<file path="config.mk">
export PLATFORM = sky130hd
export DESIGN_NAME = mips_subset_instruction_execute
export DESIGN_NICKNAME = d
export VERILOG_FILES = /design/src/rtl/msie_pkg.sv /design/src/rtl/mips_subset_instruction_execute.sv
export SDC_FILE = /design/constraint.sdc
export NUM_CORES = 2
export LEC_CHECK = 0
export BUFFER_PORTS_ARGS = -buffer_cell sky130_fd_sc_hd__buf_2
export CELL_PAD_IN_SITES_DETAIL_PLACEMENT = 0
export CELL_PAD_IN_SITES_GLOBAL_PLACEMENT = 1
export CORE_ASPECT_RATIO = 1.5
export CORE_UTILIZATION = 54
export CTS_CLUSTER_SIZE = 30
export DETAILED_ROUTE_END_ITERATION = 10
export GPL_TIMING_DRIVEN = 0
export PLACE_DENSITY_LB_ADDON = 0.12
export SETUP_SLACK_MARGIN = 0.3
export SYNTH_ARGS = -nofsm -noshare
export SYNTH_HDL_FRONTEND = slang
export SYNTH_SLANG_ARGS = --single-unit
</file>
<file path="constraint.sdc">
create_clock -name clk -period 6.25 [get_ports clk]
set_input_delay 0.9375 -clock clk [delete_from_list [all_inputs] [get_ports clk]]
set_output_delay 0.9375 -clock clk [all_outputs]
set_load 0.05 [all_outputs]
</file>
<file path="src/rtl/msie_pkg.sv">
`default_nettype none

package msie_pkg;

    // Instruction word layout
    localparam int unsigned WORD_W  = 32;
    localparam int unsigned REG_W   = 5;
    localparam int unsigned NUM_REG = 32;

    // Major opcodes
    localparam logic [5:0] OP_SPECIAL = 6'd0;
    localparam logic [5:0] OP_BEQ     = 6'd4;
    localparam logic [5:0] OP_BNE     = 6'd5;
    localparam logic [5:0] OP_ADDI    = 6'd8;
    localparam logic [5:0] OP_ANDI    = 6'd12;

    // Function codes under the special opcode
    localparam logic [5:0] FN_SLL = 6'd0;
    localparam logic [5:0] FN_SRL = 6'd2;
    localparam logic [5:0] FN_ADD = 6'd32;

    // Configuration space
    localparam int unsigned PADDR_W              = 3;
    localparam logic [0:0]  REG_TEXT_BASE        = 1'b0;
    localparam logic [31:0] TEXT_BASE_RESET      = 32'h0040_0000;

    // Word index of the pc relative to text_base
    typedef logic [WORD_W-3:0] word_idx_t;

endpackage : msie_pkg

`default_nettype wire

</file>
<file path="src/rtl/mips_subset_instruction_execute.sv">
`default_nettype none

// Execute step of a small MIPS32 integer subset (add, sll, srl, addi, andi,
// beq, bne) on a 32-entry register file. The user fetches the word at the
// reported next_pc and offers it as an item; one item is accepted every
// cycle unless in_stall holds it while a stalled result blocks the staged
// word. The word is registered into the input stage together with the rs/rt
// register-file reads (with bypass from the instruction being executed),
// then executed and loaded into the result register. An all-zero word, or a
// pc whose word index from text_base reaches PROG_WORDS, halts the block;
// later items are still taken and answered with the held pc and halted set.
// Writing text_base over the APB port reloads the pc and leaves the register
// file and halt state alone. No clearing pass is needed after reset.
module mips_subset_instruction_execute
    import msie_pkg::*;
#(
    parameter int unsigned PROG_WORDS = 256
)
(
    input  wire logic                clk,
    input  wire logic                rst_n,

    // Configuration port
    input  wire logic                psel,
    input  wire logic                penable,
    input  wire logic                pwrite,
    input  wire logic [PADDR_W-1:0]  paddr,
    input  wire logic [31:0]         pwdata,
    output logic      [31:0]         prdata,
    output logic                     pready,

    // Instruction items
    input  wire logic                in_valid,
    output logic                     in_stall,
    input  wire logic [WORD_W-1:0]   instruction,

    // Result items
    output logic                     out_valid,
    input  wire logic                out_stall,
    output logic      [WORD_W-1:0]   next_pc,
    output logic                     reg_write,
    output logic      [REG_W-1:0]    reg_index,
    output logic      [WORD_W-1:0]   reg_value,
    output logic                     branch_taken,
    output logic                     halted
);

    // Architectural state
    logic [WORD_W-1:0]  text_base_reg;
    logic [WORD_W-1:0]  pc_reg;
    word_idx_t          pc_off_reg;
    logic               stopped_reg;
    logic [NUM_REG-1:0] rf_valid_reg;
    logic [WORD_W-1:0]  rf_mem [NUM_REG];

    // Input stage
    logic               stage_valid_reg;
    logic [WORD_W-1:0]  instr_reg;
    logic [WORD_W-1:0]  rs_data_reg;
    logic [WORD_W-1:0]  rt_data_reg;

    // Result register
    logic               out_valid_reg;
    logic [WORD_W-1:0]  out_pc_reg;
    logic               out_wr_reg;
    logic [REG_W-1:0]   out_idx_reg;
    logic [WORD_W-1:0]  out_val_reg;
    logic               out_taken_reg;
    logic               out_halted_reg;

    logic cfg_write;
    logic in_accept;
    logic exec_fire;

    // Execute results
    logic [WORD_W-1:0]  pc_next;
    word_idx_t          pc_off_next;
    logic               stopped_next;
    logic               exec_wr;
    logic [REG_W-1:0]   exec_idx;
    logic [WORD_W-1:0]  exec_val;
    logic               exec_taken;
    logic               exec_halt;

    // Decoded fields of the staged word
    logic [5:0]         op;
    logic [5:0]         fn;
    logic [REG_W-1:0]   rt_f;
    logic [REG_W-1:0]   rd_f;
    logic [REG_W-1:0]   sh_f;
    logic [15:0]        imm;
    logic [REG_W-1:0]   rs_in;
    logic [REG_W-1:0]   rt_in;

    assign op    = instr_reg[31:26];
    assign rt_f  = instr_reg[20:16];
    assign rd_f  = instr_reg[15:11];
    assign sh_f  = instr_reg[10:6];
    assign fn    = instr_reg[5:0];
    assign imm   = instr_reg[15:0];
    assign rs_in = instruction[25:21];
    assign rt_in = instruction[20:16];

    // APB access
    assign pready    = 1'b1;
    assign cfg_write = psel && penable && pwrite && (paddr[2] == REG_TEXT_BASE);
    assign prdata    = (paddr[2] == REG_TEXT_BASE) ? text_base_reg : 32'd0;

    // Handshake
    assign exec_fire = stage_valid_reg && (!out_valid_reg || !out_stall);
    assign in_stall  = stage_valid_reg && !exec_fire;
    assign in_accept = in_valid && !in_stall;

    // Execute the staged instruction
    always_comb
    begin
        logic [WORD_W-1:0] pc_plus4;
        logic              wr;
        logic [REG_W-1:0]  idx;
        logic [WORD_W-1:0] val;
        logic              eq;

        pc_plus4     = pc_reg + 32'd4;
        wr           = 1'b0;
        idx          = rd_f;
        val          = '0;
        eq           = (rs_data_reg == rt_data_reg);
        exec_taken   = 1'b0;
        pc_next      = pc_plus4;
        pc_off_next  = pc_off_reg + word_idx_t'(1);

        unique case (op)
            OP_SPECIAL:
            begin
                unique case (fn)
                    FN_ADD:
                    begin
                        wr  = 1'b1;
                        val = rs_data_reg + rt_data_reg;
                    end
                    FN_SLL:
                    begin
                        wr  = 1'b1;
                        val = rt_data_reg << sh_f;
                    end
                    FN_SRL:
                    begin
                        wr  = 1'b1;
                        val = rt_data_reg >> sh_f;
                    end
                    default: ;
                endcase
            end
            OP_ADDI:
            begin
                wr  = 1'b1;
                idx = rt_f;
                val = rs_data_reg + {{16{imm[15]}}, imm};
            end
            OP_ANDI:
            begin
                wr  = 1'b1;
                idx = rt_f;
                val = rs_data_reg & {16'd0, imm};
            end
            OP_BEQ, OP_BNE:
            begin
                exec_taken = (op == OP_BEQ) ? eq : !eq;
                if (exec_taken)
                begin
                    pc_next     = pc_plus4 + {{14{imm[15]}}, imm, 2'b00};
                    pc_off_next = pc_off_reg + word_idx_t'(1) + {{14{imm[15]}}, imm};
                end
            end
            default: ;
        endcase

        // Zero word or already halted: nothing moves
        exec_halt = stopped_reg || (instr_reg == '0);
        if (exec_halt)
        begin
            exec_wr      = 1'b0;
            exec_idx     = '0;
            exec_val     = '0;
            exec_taken   = 1'b0;
            pc_next      = pc_reg;
            pc_off_next  = pc_off_reg;
            stopped_next = 1'b1;
        end
        else
        begin
            exec_wr      = wr && (idx != '0);
            exec_idx     = exec_wr ? idx : '0;
            exec_val     = exec_wr ? val : '0;
            stopped_next = (pc_off_next >= word_idx_t'(PROG_WORDS));
        end
    end

    // Configuration and architectural state
    always_ff @(posedge clk or negedge rst_n)
    begin
        if (!rst_n)
        begin
            text_base_reg <= TEXT_BASE_RESET;
            pc_reg        <= TEXT_BASE_RESET;
            pc_off_reg    <= '0;
            stopped_reg   <= 1'b0;
        end
        else if (cfg_write)
        begin
            text_base_reg <= pwdata;
            pc_reg        <= pwdata;
            pc_off_reg    <= '0;
        end
        else if (exec_fire)
        begin
            pc_reg      <= pc_next;
            pc_off_reg  <= pc_off_next;
            stopped_reg <= stopped_next;
        end
    end

    // Register-file valid bits: an entry never written reads as zero
    always_ff @(posedge clk or negedge rst_n)
    begin
        if (!rst_n)
        begin
            rf_valid_reg <= '0;
        end
        else if (exec_fire && exec_wr)
        begin
            rf_valid_reg[exec_idx] <= 1'b1;
        end
    end

    // Register-file storage and registered reads with bypass
    always_ff @(posedge clk)
    begin
        if (exec_fire && exec_wr)
        begin
            rf_mem[exec_idx] <= exec_val;
        end
        if (in_accept)
        begin
            instr_reg <= instruction;
            if (exec_fire && exec_wr && (exec_idx == rs_in))
                rs_data_reg <= exec_val;
            else if (!rf_valid_reg[rs_in])
                rs_data_reg <= '0;
            else
                rs_data_reg <= rf_mem[rs_in];
            if (exec_fire && exec_wr && (exec_idx == rt_in))
                rt_data_reg <= exec_val;
            else if (!rf_valid_reg[rt_in])
                rt_data_reg <= '0;
            else
                rt_data_reg <= rf_mem[rt_in];
        end
    end

    // Stage and result valid flags
    always_ff @(posedge clk or negedge rst_n)
    begin
        if (!rst_n)
        begin
            stage_valid_reg <= 1'b0;
            out_valid_reg   <= 1'b0;
        end
        else
        begin
            if (in_accept)
                stage_valid_reg <= 1'b1;
            else if (exec_fire)
                stage_valid_reg <= 1'b0;

            if (exec_fire)
                out_valid_reg <= 1'b1;
            else if (!out_stall)
                out_valid_reg <= 1'b0;
        end
    end

    // Result payload
    always_ff @(posedge clk)
    begin
        if (exec_fire)
        begin
            out_pc_reg     <= pc_next;
            out_wr_reg     <= exec_wr;
            out_idx_reg    <= exec_idx;
            out_val_reg    <= exec_val;
            out_taken_reg  <= exec_taken;
            out_halted_reg <= stopped_next;
        end
    end

    assign out_valid    = out_valid_reg;
    assign next_pc      = out_pc_reg;
    assign reg_write    = out_wr_reg;
    assign reg_index    = out_idx_reg;
    assign reg_value    = out_val_reg;
    assign branch_taken = out_taken_reg;
    assign halted       = out_halted_reg;

    // Register zero is never marked as written
    a_rf_zero_clean: assert property (@(posedge clk) disable iff (!rst_n)
        !rf_valid_reg[0])
        else $error("register zero marked valid");

    // Halt is sticky: rewriting text_base does not clear it, only reset does
    a_halt_sticky: assert property (@(posedge clk) disable iff (!rst_n)
        stopped_reg && !cfg_write |=> stopped_reg)
        else $error("halt state cleared");

    // A halted block holds its pc
    a_halt_holds_pc: assert property (@(posedge clk) disable iff (!rst_n)
        exec_fire && stopped_reg && !cfg_write |=> $stable(pc_reg))
        else $error("pc moved while halted");

    // The word offset tracks pc relative to text_base
    a_pc_offset: assert property (@(posedge clk) disable iff (!rst_n)
        (pc_reg - text_base_reg) == {pc_off_reg, 2'b00})
        else $error("pc offset out of step");

endmodule : mips_subset_instruction_execute

`default_nettype wire
</file>
# --- Word level (Yosys, flattened, before mapping) ---
# Memories as Yosys holds them, arrays and structs flattened.
# Cells that the tools add are included.
totals:
  mem_bits_rw: 1024
  mem_count: 1
  regBits: 297
  in_bits: 74
  elab_cells: 115
  output_inout_bits: 107
memory_table:
  columns: ["name", "words", "word_bits", "rd", "rd_clocked_by_memory_dff", "wr", "line_no", "source"]
  rows:
  - ["rf_mem", 32, 32, 2, 0, 1, "mips_subset_instruction_execute.sv:54", "logic [WORD_W-1:0] rf_mem [NUM_REG];"]
classes:
  n_eq_ne: 11
  n_reduce_logical: 30
  n_addsub: 6
  bitwise: 5
  n_lt_le_gt_ge: 5
  shifts: 2
  n_mux: 39
op_table:
  columns: ["operator", "n"]
  rows:
  - ["32-bit 2-to-1 mux", 12]
  - ["32-bit one-hot mux with 3 select lines", 2]
  - ["30-bit 2-to-1 mux", 5]
  - ["32-bit adder", 3]
  - ["32-bit by 3-bit adder with 32-bit output (second input constant)", 1]
  - ["32-bit by 16-bit bitwise AND with 32-bit output", 1]
  - ["32-bit == test", 1]
  - ["32-bit zero test", 1]
  - ["32-bit bitwise OR", 1]
  - ["32-bit by 5-bit << shifter with 32-bit output", 1]
  - ["32-bit by 5-bit right shift with 32-bit output", 1]
  - ["30-bit by 1-bit adder with 30-bit output (second input constant)", 1]
  - ["30-bit adder", 1]
  - ["30-bit by 9-bit greater-or-equal comparator with 1-bit output (second input constant)", 1]
  - ["5-bit by 6-bit less-than comparator with 1-bit output (second input constant)", 3]
  - ["5-bit 2-to-1 mux", 3]
  - ["1-bit 2-to-1 mux", 13]
  - ["6-bit by 3-bit == test with 1-bit output (second input constant)", 2]
  - ["6-bit by 4-bit == test with 1-bit output (second input constant)", 2]
  - ["6-bit zero test", 2]
  - ["1-bit logical AND", 11]
  - ["1-bit binary-select mux with 5-bit select", 2]
  - ["5-bit == test", 2]
  - ["6-bit by 2-bit == test with 1-bit output (second input constant)", 1]
  - ["other kinds (14)", 25]

# --- Logic depth before layout (Yosys ltp) ---
depth:
  word_depth: 12
  mapped_depth: 22
  ltp_nobuf: 20

# --- Worst setup path after synthesis ---
# No wires, ideal clock.
synth_timing:
  path_kind: "register to register"
  start: "register instr_reg[15]"
  end: "memory rf_mem[5][0], enable pin"
  path_stages_with_launch: 12
  path_buffers: 3
  period_less_slack_ps: 4906
  arrival_time_ps: 4484
  path_slack_ps: 1344
  cell_sequence: "edfxtp_1 -> clkbuf_1 -> nor4_1 -> nand4_1 -> nor2_1 -> a21oi_1 -> o21ai_2 -> a31o_2 -> buf_2 -> or4_1 -> clkbuf_1 -> nor2_1"
synth_between:
  elab_chain_len: 7
  word_cells_on_any_way: 11
  cone_classes: "6 x mux; 5 x reduce/logical"
synth_rtl:
  columns: ["element", "line_no", "source"]
  rows:
  - ["start, declared", "mips_subset_instruction_execute.sv:58", "logic [WORD_W-1:0] instr_reg;"]
  - ["start signal, assigned", "mips_subset_instruction_execute.sv:245", "instr_reg <= instruction;"]
  - ["5-bit 2-to-1 mux", "mips_subset_instruction_execute.sv:132", "unique case (op)"]
  - ["5-bit nonzero test", "mips_subset_instruction_execute.sv:192", "exec_wr = wr && (idx != '0);"]
  - ["1-bit logical AND", "mips_subset_instruction_execute.sv:192", null]
  - ["1-bit 2-to-1 mux", "mips_subset_instruction_execute.sv:180", "if (exec_halt)"]
  - ["1-bit logical AND", "mips_subset_instruction_execute.sv:239", "if (exec_fire && exec_wr)"]
  - ["1-bit 2-to-1 mux", "mips_subset_instruction_execute.sv:239", null]
  - ["1-bit 2-to-1 mux (not written as such)", "mips_subset_instruction_execute.sv:241", "rf_mem[exec_idx] <= exec_val;"]
  - ["end, declared", "mips_subset_instruction_execute.sv:54", null]
# Several ways; a longest one is shown, not always the timed one.

# --- Worst setup path after layout ---
layout_timing:
  start: "register instr_reg[7]"
  end: "memory rf_mem[16][8] (data pin)"
layout_between:
  elab_chain_len: 5
  word_cells_on_any_way: 9
  cone_classes: "1 x add/sub; 2 x shift; 4 x mux; 2 x reduce/logical"
layout_rtl:
  columns: ["element", "line_no", "source"]
  rows:
  - ["branches (longest 4 deep; another with 32-bit adder)", null, null]
  - ["32-bit 2-to-1 mux *", "mips_subset_instruction_execute.sv:180", null]
  - ["named net exec_val[8]", "mips_subset_instruction_execute.sv:81", "logic [WORD_W-1:0] exec_val;"]
# Mark *: on every way through the listed nets, which the timed path passes.

==> results.sh <==
export IMPL_drt_pass1_iterations=6
export IMPL_slew_viol_final=0
export IMPL_seq_area_frac_synth_pct=55.4
export IMPL_die_h_um=444
export IMPL_dieArea_sq_mm=0.132
export IMPL_cp_slowest_cell="inv_1"
export IMPL_gr_total_overflow=0
export IMPL_slew_headroom_pct=6.44
export IMPL_hp_class="in -> async"
export IMPL_worstPathMaxFanout=33
export IMPL_cts_tree="built"
export IMPL_required_ps=6690
export IMPL_root_buffer="clkbuf_16"
export IMPL_register_area_sq_mm=0.0390
export IMPL_slowest_delay_ps=960
export IMPL_leakagePower_nw=29.8
export IMPL_async_flop_share_pct=9.77
export IMPL_grt_setup_unrepaired="yes"
export IMPL_drive_gt1_share_pct=23.8
export IMPL_syn_area_sq_mm=0.0705
export IMPL_path_clk_slew_ps=70
export IMPL_drt_first_iter_violations=5497
export IMPL_grt_max_degree=76
export IMPL_end_kind="register"
export IMPL_finalWorstSetupSlack_ps=293
export IMPL_ant_nets=0
export IMPL_finalNetCount=5404
export IMPL_maxCapViolCount=0
export IMPL_rows=162
export IMPL_grt_usage_pct=38.3
export IMPL_die_x_um=297
export IMPL_cts_buffers=119
export IMPL_synthFlopType="edfxtp_1"
export IMPL_clk_path_buf_depth=3
export IMPL_synth_seq_cells=1321
export IMPL_io_pins=181
export IMPL_finalHoldViolations=0
export IMPL_fin_setup_tns_ps=0
export IMPL_synth_edf_count=1192
export IMPL_path_class="reg -> reg"
export IMPL_avgSynthCellArea_sq_um=14.7
export IMPL_multi_input_area_sq_mm=0.0305
export IMPL_grt_pass1_wl_um=355000
export IMPL_layout_min_cycle_time_ps=5960
export IMPL_gp_congestion=0.988
export IMPL_htreeDepth=3
export IMPL_dp_hpwl_um=189000
export IMPL_core_sq_mm=0.130
export IMPL_worstPathCellList="clkbuf_2 -> clkbuf_1 -> buf_1 -> clkbuf_1 -> o21ai_0 -> mux2i_1 -> mux2i_1 -> nor2_1 -> a21oi_1 -> o22ai_1 -> a221oi_1 -> nor2_1 -> o21ai_0 -> inv_1"
export IMPL_cp_arrival_ps=6390
export IMPL_syn_to_final_growth_pct=13.1
export IMPL_finalCritPeriodShare_pct=95.3
export IMPL_start_util_pct=54.3
export IMPL_hold_ws_ps=127
export IMPL_worst_pin_slew_ps=1400
export IMPL_fillers=9836
export IMPL_clock_latency_ps=810
export IMPL_drc=0
export IMPL_fmax_ghz=0.168
export IMPL_antenna_found_initial=18
export IMPL_cts_sinks=1321
export IMPL_path_buf_inv=5
export IMPL_setup_viol=0
export IMPL_setup_worst_path_start_class="register"
export IMPL_vdd_drop_max_v=0.000289
export IMPL_clock_skew_ps=63.0
export IMPL_viasPerCell=6.95
export IMPL_finalPower_w=0.0202
export IMPL_status="finished clean"
export IMPL_post_place_ws_ps=-136
export IMPL_synth_distinct_cells=93
export IMPL_cpLargestDelayFamily="buffers and inverters"
export IMPL_p_per_area_mw_per_mm2=254
export IMPL_yosysWarnings=0
export IMPL_io_buffers=177
export IMPL_finalWirelength_um=252000
export IMPL_vias=48800
export IMPL_top_register="rf_mem"
export IMPL_grt_pass1_vias=49200
export IMPL_netlist_instances=4784
export IMPL_avgRoutedWirePerCell_um=35.9
export IMPL_largest_register_ffs=1024
## cells by family after synthesis
group	share of synthesized area (%)
multiplexers	23.7
buffers and inverters	2.02
AO/OA/AOI/OAI	7.17
adder cells (fa/ha/maj)	2.31
XOR/XNOR	2.00
other	0.0107
flip-flops	55.4
AND/OR/NAND/NOR	7.42
## synth_stat cells (18+ instances only)
| cell | count | share of area, % |
|---|---|---|
| nor2_1 | 380 | 2.0 |
| or3_1 | 18 | 0.16 |
| nor2b_1 | 47 | 0.42 |
| buf_1 | 72 | 0.38 |
| nand2_1 | 373 | 2.0 |
| or2_2 | 35 | 0.31 |
| clkbuf_1 | 234 | 1.2 |
| xor2_1 | 61 | 0.76 |
| mux4_2 | 665 | 21 |
| xnor2_1 | 100 | 1.2 |
| inv_1 | 57 | 0.30 |
| a31oi_1 | 22 | 0.20 |
| nand2b_1 | 52 | 0.46 |
| nand4_1 | 25 | 0.22 |
| nor4_1 | 18 | 0.16 |
| o211ai_1 | 21 | 0.22 |
| a211oi_1 | 37 | 0.39 |
| and3_1 | 19 | 0.17 |
| a21oi_1 | 219 | 1.6 |
| nor3_1 | 42 | 0.30 |
| o21ai_0 | 267 | 1.9 |
| mux2i_1 | 162 | 2.3 |
| nand3_1 | 69 | 0.49 |
| o22ai_1 | 43 | 0.38 |
| a21o_1 | 61 | 0.65 |
| dfrtp_1 | 127 | 4.5 |
| edfxtp_1 | 1192 | 51 |
| ha_1 | 124 | 2.2 |
## metrics by stage
stage	utilization [%]	instances	area, sq um
after floorplan	-	4815	70600
after global routing	61.5	7023	79700
after global placement	56.8	6714	73600
after detailed placement	58.3	6790	75700
final	61.5	7032	79700
after CTS	61.3	7012	79600
## layout by cell type, fill, tap and decap left out, types with 47 or more instances in the layout
cell and count:
buf_1 71, xor2_1 61, clkbuf_1 254, dfrtp_1 127, nor2_1 334, nor2b_1 47
nand3_1 69, o21ai_0 261, ha_1 124, mux2i_1 162, buf_2 187, nand2_1 373
clkbuf_16 120, xnor2_1 100, edfxtp_1 1192, mux4_2 665, a21oi_1 219, inv_1 48
nand2b_1 52, a21o_1 61
## layer usage
| metal | GRT usage, % | up-vias | share of wire (%) |
|---|---|---|---|
| li1 | - | 20000 | - |
| met1 | 42.6 | 24900 | 32 |
| met2 | 66.3 | 3052 | 51 |
| met3 | 6.50 | 927 | 8.0 |
| met4 | 28.3 | 16 | 8.5 |
| met5 | 0 | - | 0.042 |
## report_power, final
part           internal [W]  switching, W
registers           0.00975      0.000221
logic              0.000996       0.00188
clock network       0.00390       0.00350
## timing repair
| action | in CTS | in global routing |
|---|---|---|
| cloned | 3 | 2 |
| resized for setup | 17 | 13 |
| pin swaps | 0 | 3 |
| setup endpoints to repair | 326 | 290 |
| buffers inserted | 0 | 8 |
| hold buffers | 0 | 0 |
## layout make-up
type                       instances  area share [%]
timing repair buffer             261            3.40
clock buffer                     149            3.94
sequential                      1321            48.9
clock inverter                    70           0.890
timing repair inverter             5          0.0408
antenna                           10          0.0314
buffer                           318            1.53
tap                             1722            2.70
multi-input combinational       3119            38.2
inverter                          57           0.311
## final timing paths
check | slack [ps] | endpoint | start | depth (start not counted)
min | 130 | text_base_reg[28] | rst_n | 1
min reg2reg | 460 | text_base_reg[22] | text_base_reg[22] | 2
max in group asynchronous | 5320 | rf_valid_reg[9] | rst_n | 2
min in group clk | 310 | instr_reg[28] | instruction[28] | 1
max reg2reg | 290 | rf_mem[16][8] | instr_reg[7] | 14
max | 290 | rf_mem[16][8] | instr_reg[7] | 14
(Power assumes the default switching activity.)
